[config.mk]
export PLATFORM = sky130hd
export DESIGN_NAME = radar_target_frame_parser
export DESIGN_NICKNAME = d
export VERILOG_FILES = /design/src/rtfp_pkg.sv /design/src/rtfp_front.sv /design/src/rtfp_fifo.sv /design/src/rtfp_back.sv /design/src/radar_target_frame_parser.sv
export VERILOG_INCLUDE_DIRS = /design/src /design/src/src
export SDC_FILE = /design/constraint.sdc
export NUM_CORES = 1
export LEC_CHECK = 0
export ABC_AREA = 1
export BUFFER_PORTS_ARGS = -buffer_cell sky130_fd_sc_hd__buf_2
export CAP_MARGIN = 20
export CORE_MARGIN = 2
export CORE_UTILIZATION = 45
export CTS_CLUSTER_DIAMETER = 120
export DETAILED_ROUTE_END_ITERATION = 10
export SYNTH_ARGS = -nofsm -noshare
export SYNTH_HDL_FRONTEND = slang
export SYNTH_HIERARCHICAL = 1
export SYNTH_SLANG_ARGS = --single-unit
export TNS_END_PERCENT = 20
[constraint.sdc]
create_clock -name clk_i -period 5.15 [get_ports clk_i]
set_clock_uncertainty 0.1 [all_clocks]
set_input_delay 1.03 -clock clk_i [delete_from_list [all_inputs] [get_ports clk_i]]
set_output_delay 1.03 -clock clk_i [all_outputs]
set_load 0.05 [all_outputs]
[src/radar_target_frame_parser_defines.svh]
// assertion macros for the radar target frame parser
`ifndef RADAR_TARGET_FRAME_PARSER_DEFINES_SVH
`define RADAR_TARGET_FRAME_PARSER_DEFINES_SVH

`ifndef SYNTHESIS
// same-cycle implication, sampled on clk_i, off during reset
`define RTFP_ASSERT_NOW(name, pre, post) \
  name: assert property (@(posedge clk_i) disable iff (!rst_ni) (pre) |-> (post)) \
    else $error("rtfp assertion failed");
// next-cycle implication, sampled on clk_i, off during reset
`define RTFP_ASSERT_NEXT(name, pre, post) \
  name: assert property (@(posedge clk_i) disable iff (!rst_ni) (pre) |=> (post)) \
    else $error("rtfp assertion failed");
`else
`define RTFP_ASSERT_NOW(name, pre, post)
`define RTFP_ASSERT_NEXT(name, pre, post)
`endif

`endif

[src/rtfp_pkg.sv]
// shared types and constants for the radar target frame parser
package rtfp_pkg;

  // frame header bytes
  localparam logic [7:0] Sync0 = 8'hF4;
  localparam logic [7:0] Sync1 = 8'hF3;
  localparam logic [7:0] Sync2 = 8'hF2;
  localparam logic [7:0] Sync3 = 8'hF1;

  // accepted frame length range
  localparam logic [7:0] LenMin = 8'd7;
  localparam logic [7:0] LenMax = 8'd64;

  // bytes after the length field beyond the payload length (type, head, footer)
  localparam logic [6:0] FrameExtra = 7'd4;

  // report frame identifiers
  localparam logic [7:0] TypeReport = 8'h02;
  localparam logic [7:0] HeadReport = 8'hAA;

  // byte positions inside a report frame, counted after the length field
  localparam logic [6:0] PosFlags   = 7'd2;
  localparam logic [6:0] PosMoveLo  = 7'd3;
  localparam logic [6:0] PosMoveHi  = 7'd4;
  localparam logic [6:0] PosStillLo = 7'd6;
  localparam logic [6:0] PosStillHi = 7'd7;

  // presence codes
  localparam logic [1:0] PresNone   = 2'd0;
  localparam logic [1:0] PresMoving = 2'd1;
  localparam logic [1:0] PresStill  = 2'd2;

  // mid queue depth
  localparam int unsigned MidDepth = 2;

  // parser phases
  typedef enum logic [6:0] {
    PhHunt   = 7'b000_0001,
    PhLenLo  = 7'b000_0010,
    PhLenHi  = 7'b000_0100,
    PhType   = 7'b000_1000,
    PhHeadOk = 7'b001_0000,
    PhSkip   = 7'b010_0000,
    PhReport = 7'b100_0000
  } phase_e;

  // raw captures of one report frame
  typedef struct packed {
    logic [7:0]  flags;
    logic [15:0] moving;
    logic [15:0] still;
  } frame_t;

  // header byte expected at a given match position
  function automatic logic [7:0] sync_byte(input logic [1:0] idx);
    logic [7:0] res;
    unique case (idx)
      2'd0:    res = Sync0;
      2'd1:    res = Sync1;
      2'd2:    res = Sync2;
      default: res = Sync3;
    endcase
    return res;
  endfunction

endpackage

[src/rtfp_front.sv]
// front end: byte-wise frame parser that captures report fields
module rtfp_front import rtfp_pkg::*; (
  input  logic       clk_i,
  input  logic       rst_ni,
  input  logic       byte_valid_i,
  input  logic [7:0] rx_byte_i,
  output logic       frame_valid_o,
  output frame_t     frame_o
);

  phase_e      phase_q, phase_d;
  logic [1:0]  hdr_idx_q, hdr_idx_d;
  logic [7:0]  len_lo_q, len_lo_d;
  logic [6:0]  pay_len_q, pay_len_d;
  logic [6:0]  cnt_q, cnt_d;
  logic [7:0]  flags_q, flags_d;
  logic [15:0] mv_q, mv_d;
  logic [15:0] st_q, st_d;

  logic [6:0] cnt_inc;
  logic       frame_end;
  logic       len_ok;

  assign cnt_inc   = cnt_q + 7'd1;
  assign frame_end = (cnt_inc >= (pay_len_q + FrameExtra));
  assign len_ok    = (rx_byte_i == 8'd0) && (len_lo_q >= LenMin) && (len_lo_q <= LenMax);

  // next-state and capture logic
  always_comb begin
    phase_d       = phase_q;
    hdr_idx_d     = hdr_idx_q;
    len_lo_d      = len_lo_q;
    pay_len_d     = pay_len_q;
    cnt_d         = cnt_q;
    flags_d       = flags_q;
    mv_d          = mv_q;
    st_d          = st_q;
    frame_valid_o = 1'b0;
    if (byte_valid_i) begin
      unique case (phase_q)
        PhHunt: begin
          if (rx_byte_i == sync_byte(hdr_idx_q)) begin
            if (hdr_idx_q == 2'd3) begin
              hdr_idx_d = 2'd0;
              phase_d   = PhLenLo;
            end else begin
              hdr_idx_d = hdr_idx_q + 2'd1;
            end
          end else begin
            hdr_idx_d = 2'd0;
          end
        end
        PhLenLo: begin
          len_lo_d = rx_byte_i;
          phase_d  = PhLenHi;
        end
        PhLenHi: begin
          if (len_ok) begin
            pay_len_d = len_lo_q[6:0];
            cnt_d     = 7'd0;
            phase_d   = PhType;
          end else begin
            hdr_idx_d = 2'd0;
            phase_d   = PhHunt;
          end
        end
        PhType: begin
          cnt_d   = 7'd1;
          phase_d = (rx_byte_i == TypeReport) ? PhHeadOk : PhSkip;
        end
        PhHeadOk: begin
          cnt_d   = 7'd2;
          phase_d = (rx_byte_i == HeadReport) ? PhReport : PhSkip;
        end
        PhSkip: begin
          cnt_d = cnt_inc;
          if (frame_end) begin
            hdr_idx_d = 2'd0;
            phase_d   = PhHunt;
          end
        end
        PhReport: begin
          if (cnt_q == PosFlags) begin
            flags_d = rx_byte_i;
          end else if (cnt_q == PosMoveLo) begin
            mv_d = {8'd0, rx_byte_i};
          end else if (cnt_q == PosMoveHi) begin
            mv_d = {rx_byte_i, mv_q[7:0]};
          end else if (cnt_q == PosStillLo) begin
            st_d = {8'd0, rx_byte_i};
          end else if (cnt_q == PosStillHi) begin
            st_d = {rx_byte_i, st_q[7:0]};
          end
          cnt_d = cnt_inc;
          if (frame_end) begin
            hdr_idx_d     = 2'd0;
            phase_d       = PhHunt;
            frame_valid_o = 1'b1;
          end
        end
        default: begin
          hdr_idx_d = 2'd0;
          phase_d   = PhHunt;
        end
      endcase
    end
  end

  assign frame_o = '{flags: flags_d, moving: mv_d, still: st_d};

  // parser state registers
  always_ff @(posedge clk_i or negedge rst_ni) begin
    if (!rst_ni) begin
      phase_q   <= PhHunt;
      hdr_idx_q <= 2'd0;
      len_lo_q  <= 8'd0;
      pay_len_q <= 7'd0;
      cnt_q     <= 7'd0;
      flags_q   <= 8'd0;
      mv_q      <= 16'd0;
      st_q      <= 16'd0;
    end else begin
      phase_q   <= phase_d;
      hdr_idx_q <= hdr_idx_d;
      len_lo_q  <= len_lo_d;
      pay_len_q <= pay_len_d;
      cnt_q     <= cnt_d;
      flags_q   <= flags_d;
      mv_q      <= mv_d;
      st_q      <= st_d;
    end
  end

endmodule

[src/rtfp_fifo.sv]
// short queue of captured frames between front and back end
module rtfp_fifo import rtfp_pkg::*; (
  input  logic   clk_i,
  input  logic   rst_ni,
  input  logic   push_req_i,
  input  frame_t push_data_i,
  output logic   full_o,
  input  logic   pop_req_i,
  output logic   empty_o,
  output frame_t pop_data_o
);

  localparam int unsigned PtrW = (MidDepth > 1) ? $clog2(MidDepth) : 1;
  localparam int unsigned CntW = $clog2(MidDepth + 1);

  frame_t            mem_q [MidDepth];
  logic [PtrW-1:0]   wr_ptr_q, rd_ptr_q;
  logic [CntW-1:0]   cnt_q;
  logic              do_push, do_pop;

  assign full_o     = (cnt_q == CntW'(MidDepth));
  assign empty_o    = (cnt_q == '0);
  assign do_push    = push_req_i && !full_o;
  assign do_pop     = pop_req_i && !empty_o;
  assign pop_data_o = mem_q[rd_ptr_q];

  // storage
  always_ff @(posedge clk_i) begin
    if (do_push) begin
      mem_q[wr_ptr_q] <= push_data_i;
    end
  end

  // pointers and fill count
  always_ff @(posedge clk_i or negedge rst_ni) begin
    if (!rst_ni) begin
      wr_ptr_q <= '0;
      rd_ptr_q <= '0;
      cnt_q    <= '0;
    end else begin
      if (do_push) begin
        wr_ptr_q <= (wr_ptr_q == PtrW'(MidDepth - 1)) ? '0 : wr_ptr_q + PtrW'(1);
      end
      if (do_pop) begin
        rd_ptr_q <= (rd_ptr_q == PtrW'(MidDepth - 1)) ? '0 : rd_ptr_q + PtrW'(1);
      end
      if (do_push && !do_pop) begin
        cnt_q <= cnt_q + CntW'(1);
      end else if (do_pop && !do_push) begin
        cnt_q <= cnt_q - CntW'(1);
      end
    end
  end

endmodule

[src/rtfp_back.sv]
// back end: turns captured frames into readings and holds the result
module rtfp_back import rtfp_pkg::*; (
  input  logic        clk_i,
  input  logic        rst_ni,
  input  logic        frame_avail_i,
  input  frame_t      frame_i,
  output logic        frame_take_o,
  output logic        empty_o,
  input  logic        pop_i,
  output logic        reading_valid_o,
  output logic        motion_seen_o,
  output logic [1:0]  target_total_o,
  output logic [1:0]  presence_kind_o,
  output logic [15:0] nearest_cm_o
);

  logic        out_valid_q;
  logic        valid_q, motion_q;
  logic [1:0]  total_q, kind_q;
  logic [15:0] near_q;

  logic        mv_bit, st_bit;
  logic        valid_d;
  logic [1:0]  total_d, kind_d;
  logic [15:0] near_d;

  assign frame_take_o = frame_avail_i && (!out_valid_q || pop_i);

  // reading from the state byte and distances
  always_comb begin
    mv_bit  = frame_i.flags[0];
    st_bit  = frame_i.flags[1];
    valid_d = !((frame_i.flags != 8'd0) && !mv_bit && !st_bit);
    total_d = {1'b0, mv_bit} + {1'b0, st_bit};
    if (mv_bit) begin
      kind_d = PresMoving;
    end else if (st_bit) begin
      kind_d = PresStill;
    end else begin
      kind_d = PresNone;
    end
    if (mv_bit && st_bit) begin
      near_d = (frame_i.still < frame_i.moving) ? frame_i.still : frame_i.moving;
    end else if (mv_bit) begin
      near_d = frame_i.moving;
    end else if (st_bit) begin
      near_d = frame_i.still;
    end else begin
      near_d = 16'd0;
    end
  end

  // output register occupancy
  always_ff @(posedge clk_i or negedge rst_ni) begin
    if (!rst_ni) begin
      out_valid_q <= 1'b0;
    end else if (frame_take_o) begin
      out_valid_q <= 1'b1;
    end else if (pop_i) begin
      out_valid_q <= 1'b0;
    end
  end

  // output payload
  always_ff @(posedge clk_i) begin
    if (frame_take_o) begin
      valid_q  <= valid_d;
      motion_q <= frame_i.flags[0];
      total_q  <= total_d;
      kind_q   <= kind_d;
      near_q   <= near_d;
    end
  end

  assign empty_o         = !out_valid_q;
  assign reading_valid_o = valid_q;
  assign motion_seen_o   = motion_q;
  assign target_total_o  = total_q;
  assign presence_kind_o = kind_q;
  assign nearest_cm_o    = near_q;

endmodule

[src/radar_target_frame_parser.sv]
// Radar target frame parser: takes one serial byte per request (push/full) and
// recovers report frames F4 F3 F2 F1, little-endian length (7..64), type 02,
// head AA, data, footer; other frames are skipped whole and the footer is not
// checked. Each report frame yields one reading (pop/empty) on its last byte:
// validity, motion, target count, presence kind and nearest distance in cm.
// A byte is taken every cycle while full is low; full rises only while the
// two-entry frame queue between the parser and the result register is full,
// i.e. when readings are not being popped. After the last byte of its frame,
// a reading goes into the frame queue, then into the result register once free.
`include "radar_target_frame_parser_defines.svh"

module radar_target_frame_parser import rtfp_pkg::*; (
  input  logic        clk_i,
  input  logic        rst_ni,
  input  logic        push,
  output logic        full,
  input  logic [7:0]  rx_byte_i,
  output logic        empty,
  input  logic        pop,
  output logic        reading_valid_o,
  output logic        motion_seen_o,
  output logic [1:0]  target_total_o,
  output logic [1:0]  presence_kind_o,
  output logic [15:0] nearest_cm_o
);

  logic   byte_accept;
  logic   mid_push, mid_full, mid_empty, mid_pop;
  frame_t mid_in, mid_out;

  assign byte_accept = push && !mid_full;
  assign full        = mid_full;

  // parser front end
  rtfp_front u_front (
    .clk_i         (clk_i),
    .rst_ni        (rst_ni),
    .byte_valid_i  (byte_accept),
    .rx_byte_i     (rx_byte_i),
    .frame_valid_o (mid_push),
    .frame_o       (mid_in)
  );

  // captured frame queue
  rtfp_fifo u_fifo (
    .clk_i       (clk_i),
    .rst_ni      (rst_ni),
    .push_req_i  (mid_push),
    .push_data_i (mid_in),
    .full_o      (mid_full),
    .pop_req_i   (mid_pop),
    .empty_o     (mid_empty),
    .pop_data_o  (mid_out)
  );

  // reading back end
  rtfp_back u_back (
    .clk_i           (clk_i),
    .rst_ni          (rst_ni),
    .frame_avail_i   (!mid_empty),
    .frame_i         (mid_out),
    .frame_take_o    (mid_pop),
    .empty_o         (empty),
    .pop_i           (pop),
    .reading_valid_o (reading_valid_o),
    .motion_seen_o   (motion_seen_o),
    .target_total_o  (target_total_o),
    .presence_kind_o (presence_kind_o),
    .nearest_cm_o    (nearest_cm_o)
  );

  // checks
  `RTFP_ASSERT_NOW(a_mid_no_overflow, mid_push, !mid_full)
  `RTFP_ASSERT_NOW(a_invalid_is_empty, !empty && !reading_valid_o,
                   target_total_o == 2'd0 && nearest_cm_o == 16'd0)
  `RTFP_ASSERT_NOW(a_kind_matches_motion, !empty && motion_seen_o,
                   presence_kind_o == PresMoving && target_total_o != 2'd0)
  `RTFP_ASSERT_NEXT(a_result_holds, !empty && !pop,
                    !empty && $stable(nearest_cm_o) && $stable(target_total_o))

endmodule

==> flow_summary.json, run 1 <==
{
  "die_w_um": 145,
  "crit_path_start_kind": "flop",
  "syn_avg_cell_area_sq_um": 9.40,
  "die-area_sq_mm": 0.0210,
  "max_freq_mhz": 309,
  "max_slew_margin_pct": 51.9,
  "synth_common_cells": "nand2_1, inv_1, edfxtp_1",
  "start_util_pct": 45.8,
  "clock_path_buffers": 2,
  "cts-root-buf": "clkbuf_16",
  "antenna_left": 0,
  "fin_crit_ps": 3230,
  "design.core.area_sq_mm": 0.0195,
  "ir_drop_mv": 0.243,
  "synth_edf_count": 102,
  "async_flop_share_pct": 42.7,
  "power.share.clock_pct": 40.0,
  "firstDrtPassIters": 6,
  "avgRoutedWirePerCell_um": 13.9,
  "end_kind": "flop",
  "synth_seq_area_share_pct": 55.7,
  "gp_congestion": 0.889,
  "final.setup.tns_ps": 0,
  "design_area_sq_mm": 0.00992,
  "synth_top_area_cell": "edfxtp_1",
  "fp.dieH_um": 145,
  "grt_overflow": 0,
  "critPathMostFrequentCell": "nand2_1",
  "drcViolationCount": 0,
  "area_growth_pct": 11.3,
  "maxSlewViolCount": 0,
  "cts_tree": "built",
  "antennaDiodeCount": 0,
  "ys_ff_latch": 178,
  "post_cts_resized": 0,
  "synth_cell_types": 42,
  "clkTransAtPathRegs_ps": 70,
  "p_sw_uw": 941,
  "antenna_found_initial": 0,
  "maxCapViolCount": 0,
  "portBuffers": 35,
  "ioPinCount": 36,
  "power_frac_seq_pct": 47.6,
  "p_int_uw": 2470,
  "synth_area_sq_mm": 0.00891,
  "leakagePower_uw": 0.00456,
  "fin_hold_ws_ps": 367,
  "vias": 6105,
  "ctsHoldBuffers": 0,
  "hold_violations": 0,
  "grt_pass1_wl_mm": 29.2,
  "critPathMaxStageDelay_ps": 590,
  "setup_viol": 0,
  "grt_start_max_net_pins": 77,
  "fillers": 1799,
  "combPwrFrac_pct": 12.5,
  "synth_nets": 993,
  "synth_warnings": 6,
  "cts_setup_buffers": 0,
  "crit_type": "flop to flop",
  "hp-class": "input pin to asynchronous set/reset pin",
  "rsz0062_at_grt": "false",
  "cp_slowest_cell": "inv_2",
  "grt_pass1_vias": 5628,
  "clkSinkCount": 178,
  "required_ps": 5350,
  "finalCritPeriodShare_pct": 62.8,
  "viasPerCell": 4.85,
  "htree_levels": 4,
  "post-synth-top-count-cell": "nand2_1",
  "powerDensity_mw_per_mm2": 343,
  "cts_made_buffers": 17,
  "place_area_sq_mm": 0.00927,
  "path_cells": "buf_4 > inv_2 > nand2_1 > nand2_1 > inv_1 > ha_1 > a21oi_1 > o21ai_2 > nor2_4 > nand2_4 > nand2_1 > nand3_1 > nand2_1",
  "wl_mm": 17.6,
  "track_usage_pct": 18.3,
  "p_sw_share_pct": 27.6,
  "first_iter_violations": 414,
  "dpl.hpwl_mm": 12.1,
  "yosysTopAreaCellShare_pct": 34.4,
  "ys.flop_type": "edfxtp_1",
  "tightest_slew_ps": 720,
  "drive_gt1_share_pct": 15.4,
  "status": "finished clean",
  "synth_area_leaders": "edfxtp_1, dfrtp_1, nand2_1",
  "row_count": 51,
  "critPathMaxFanout": 42,
  "critPathArrivalTime_ps": 3440,
  "clk_latency_ps": 430,
  "nets": 1027,
  "synth_cells": 948
}
## metal layers
metal  global-route usage (%)  wire length [um]
met1                     24.8              8230
met2                     30.0              8440
met3                     3.22               680
met4                     5.62               218
met5                        0                 0
## state kept, by name (all words and copies together), names as in the netlist, 8 cells and up
register and cells:
u_back/nearest_cm_o 16, u_front/flags_q 8, u_fifo/mem_q 80, u_front/mv_q 16
u_front/len_lo_q 8, u_front/st_q 16
## cell families (layout without fill, tap and decap cells)
group / count (synthesis) / in the layout / synth area share, %
simple gates: 503 / 503 / 26.0
flops: 178 / 178 / 55.7
buf+inv: 137 / 184 / 6.93
fa+ha+maj: 33 / 33 / 4.63
compound gates: 87 / 87 / 5.73
xor+xnor: 10 / 10 / 0.982
## per-stage QoR
step | worst slack, ps | total power, uW | util, % | instances
global placement | 1720 | 2060 | 47.6 | 1227
CTS | 1890 | 3440 | 50.8 | 1259
detailed placement | 1690 | 2070 | 47.6 | 1227
floorplan | 1130 | 1970 | - | 948
finish | 1920 | 3410 | 51.0 | 1260
global route | 1600 | 3570 | 51.0 | 1260
## area by class of cell
class	instances	area [sq um]	share of cell area [%]
inverter	111	418	4.21
clock buffer	18	429	4.33
clock inverter	14	193	1.94
sequential	178	4970	50.1
tap	265	332	3.34
multi-input combinational	633	3340	33.7
timing repair buffer	41	243	2.45
## cells in the final DEF (no fill, tap or decap), types with 2 or more instances in the layout
| cell | instances |
|---|---|
| clkinv_4 | 2 |
| nor3_4 | 2 |
| ha_1 | 33 |
| clkinv_1 | 2 |
| clkbuf_16 | 17 |
| buf_2 | 34 |
| o21ai_1 | 13 |
| nor2_2 | 6 |
| a21oi_1 | 9 |
| o21ai_2 | 7 |
| o22ai_1 | 16 |
| buf_4 | 6 |
| inv_6 | 6 |
| bufinv_16 | 3 |
| nand2_1 | 309 |
| dfrtp_1 | 75 |
| edfxtp_1 | 102 |
| nand3_1 | 55 |
| xnor2_1 | 4 |
| nand3_2 | 17 |
| xor2_1 | 6 |
| nand4_1 | 6 |
| inv_2 | 5 |
| inv_1 | 103 |
| nand2_2 | 25 |
| o21ai_0 | 39 |
| nor2_1 | 55 |
| nand2_4 | 2 |
| nor2_4 | 5 |
| nor3_1 | 12 |
| nor3_2 | 3 |
## worst paths after layout
check                                      from  slack, ps  cells past startpoint                endpoint
setup / recovery                u_fifo/rd_ptr_q       1920                     13  u_back/nearest_cm_o[4]
hold / removal                           rst_ni        370                      1        u_front/cnt_q[5]
setup reg to reg                u_fifo/rd_ptr_q       1920                     13  u_back/nearest_cm_o[4]
hold reg to reg            u_front/pay_len_q[1]        380                      2    u_front/pay_len_q[1]
max in group asynchronous                rst_ni       3990                      2      u_front/phase_q[0]
min in group clk_i         u_front/pay_len_q[1]        380                      2    u_front/pay_len_q[1]
## power by group through the flow
stage / sequential (uW) / clock [uW] / combinational (uW)
after detailed placement: 1650 / 0 / 420
after global routing: 1630 / 1450 / 486
after global placement: 1650 / 0 / 414
after CTS: 1620 / 1400 / 423
final: 1620 / 1360 / 425
after floorplan: 1630 / 0 / 336
## worst max-delay path: cells and delay by family, from the launching register on
kind            cells  cell delay (ps)
simple gates        7             1110
flops               1              360
fa+ha+maj           1              300
buf+inv             3              940
compound gates      2              260
(Power assumes the default switching activity.)
==> run 2: changes to the inputs <==
--- a/config.mk
+++ b/config.mk
@@ -6,7 +6,7 @@
 export SDC_FILE = /design/constraint.sdc
 export NUM_CORES = 1
 export LEC_CHECK = 0
-export ABC_AREA = 1
+export ABC_AREA = 0
 export BUFFER_PORTS_ARGS = -buffer_cell sky130_fd_sc_hd__buf_2
 export CAP_MARGIN = 20
 export CORE_MARGIN = 2
==> constraint.sdc (replaced) <==
create_clock -name clk_i -period 3.35 [get_ports clk_i]
set_clock_uncertainty 0.1 [all_clocks]
set_input_delay 0.67 -clock clk_i [delete_from_list [all_inputs] [get_ports clk_i]]
set_output_delay 0.67 -clock clk_i [all_outputs]
set_load 0.05 [all_outputs]
==> run 2 against run 1 <==
Effect of this change:
- critical path depth is 5 lower
- via count shrank 23%
- combinational power decreased by 2%
- sequential share of layout area is 2.9 points higher
- first-iteration DRC count shrank 23%
- sequential cell count is the same
- wire length shrank 7.1%
- count of clock-buffer cells in the layout increased by 1
- clock power grew 50%
- final area down 5.4%
- largest cell class unchanged
==> flow_summary.json, run 2 <==
{
  "status": "finished clean",
  "synth_edf_count": 102,
  "track_usage_pct": 18.0,
  "setup_viol": 0,
  "synth_cell_types": 63,
  "maxCapViolCount": 0,
  "synth_area_sq_mm": 0.00830,
  "layout.cells.non_filler": 864,
  "finalCritPeriodShare_pct": 91.7,
  "async_flop_share_pct": 42.7,
  "post-synth-top-count-cell": "edfxtp_1",
  "antenna_found_initial": 0,
  "powerDensity_mw_per_mm2": 516,
  "synth_top_area_cell": "edfxtp_1",
  "rsz0062_at_grt": "false",
  "critPathArrivalTime_ps": 3150,
  "ioPinCount": 36,
  "nets": 667,
  "numPlacedInstances": 832,
  "ir_drop_mv": 0.385,
  "ys_ff_latch": 178,
  "required_ps": 3430,
  "utilization_pct": 52.1,
  "leakagePower_uw": 0.00392,
  "crit_type": "flop to flop",
  "dpl.hpwl_mm": 11.2,
  "firstDrtPassIters": 5,
  "largest_reg_flops": 80,
  "ys.flop_type": "edfxtp_1",
  "drive_gt1_share_pct": 29.6,
  "die_w_um": 140,
  "design_area_sq_mm": 0.00939,
  "clk_latency_ps": 420,
  "synth_common_cells": "edfxtp_1, dfrtp_1, mux2_4",
  "fin_crit_ps": 3070,
  "crit_path_start_kind": "flop",
  "max_slew_margin_pct": 62.0,
  "synth_area_leaders": "edfxtp_1, dfrtp_1, mux2_4",
  "end_kind": "flop",
  "final_common_cell": "edfxtp_1",
  "antenna_left": 0,
  "clkSinkCount": 178,
  "synth_cells": 568,
  "vias": 4674,
  "portBuffers": 35,
  "synth_seq_area_share_pct": 59.8,
  "clock_path_buffers": 2,
  "cts_setup_buffers": 0,
  "p_total_uw": 4850,
  "die-area_sq_mm": 0.0195,
  "wl_mm": 16.3,
  "max_freq_mhz": 326,
  "gp_congestion": 0.850,
  "cts_tree": "built",
  "drcViolationCount": 0,
  "final.setup.tns_ps": 0,
  "start_util_pct": 46.1,
  "hp-class": "input pin to asynchronous set/reset pin",
  "clkTransAtPathRegs_ps": 70,
  "grt_overflow": 0,
  "design.core.area_sq_mm": 0.0180,
  "cts_made_buffers": 17,
  "regMostFlops": "u_fifo/mem_q",
  "hold_violations": 0,
  "grt_pass1_wl_mm": 26.8,
  "post_cts_resized": 0,
  "syn_avg_cell_area_sq_um": 14.6,
  "tightest_slew_ps": 570,
  "grt_pass1_vias": 4871,
  "area_growth_pct": 13.1,
  "critPathMaxFanout": 15,
  "ctsHoldBuffers": 0,
  "place_area_sq_mm": 0.00878,
  "row_count": 49,
  "cts-root-buf": "clkbuf_16",
  "htree_levels": 4,
  "synth_warnings": 6,
  "yosysTopAreaCellShare_pct": 36.9,
  "final_cell_mix": "edfxtp_1, dfrtp_1, mux2_4",
  "grt_start_max_net_pins": 42,
  "fp.dieH_um": 140,
  "synth_nets": 613,
  "maxSlewViolCount": 0,
  "first_iter_violations": 319,
  "avgRoutedWirePerCell_um": 18.9,
  "antennaDiodeCount": 0,
  "fillers": 1527,
  "viasPerCell": 5.41
}
-- run 2: cells by family (layout without fill, tap and decap cells) --
family / Yosys count / count (layout) / share of synthesized area [%]
flip-flops: 178 / 178 / 59.8
AND/OR/NAND/NOR: 123 / 123 / 8.68
multiplexers: 103 / 103 / 15.6
buffers and inverters: 58 / 125 / 3.95
AO/OA/AOI/OAI: 55 / 55 / 5.10
adder cells (fa/ha/maj): 33 / 33 / 4.97
XOR/XNOR: 18 / 18 / 1.90
-- run 2: area by class of cell --
type	instances	area [sq um]	share of cell area (%)
flip-flops and latches	178	4970	52.9
multi-input cells	332	3020	32.1
clock buffers	19	433	4.61
repair buffers	56	373	3.97
well taps	229	287	3.05
clock inverters	13	174	1.85
inverters	37	139	1.48
-- run 2: where the power goes --
part / internal, uW / switching (uW)
sequential: 2350 / 48.8
combinational: 173 / 243
clock: 1190 / 847
-- run 2: worst paths after layout --
kind,slack [ps],from,end,cells past startpoint
worst min register to register,410,u_front/flags_q[2],u_front/flags_q[2],1
worst max-delay path,280,u_fifo/rd_ptr_q,u_back/nearest_cm_o[3],8
max in group asynchronous,2240,rst_ni,u_front/phase_q[0],2
min in group clk_i,410,u_front/flags_q[2],u_front/flags_q[2],1
worst min-delay path,140,rst_ni,u_front/st_q[4],1
worst max register to register,280,u_fifo/rd_ptr_q,u_back/nearest_cm_o[3],8
-- run 2: metrics by stage --
stage / setup slack, ps / hold slack [ps]
2_1_floorplan: -9.30 / 274
3_3_place_gp: 334 / 386
3_5_place_dp: 284 / 398
4_1_cts: 279 / 150
5_1_grt: 148 / 176
6_report: 278 / 142
-- run 2: layer usage --
layer  GRT usage (%)  wire, um  share of wire (%)  up-vias
li1                -         -                  -     2217
met1            24.1      7560                 46     2342
met2            29.9      8030                 49       96
met3            3.13       503                3.1       19
met4            6.05       227                1.4        0
met5               0         0                  0        -
-- run 2: worst max-delay path, cell delays in order, from the launching register on --
cell      delay (ps)
dfrtp_2          460
buf_4            330
mux2_4           340
ha_1             300
nand4_1          160
nor3_1           250
a311oi_2         190
a31o_2           400
a22o_1           280
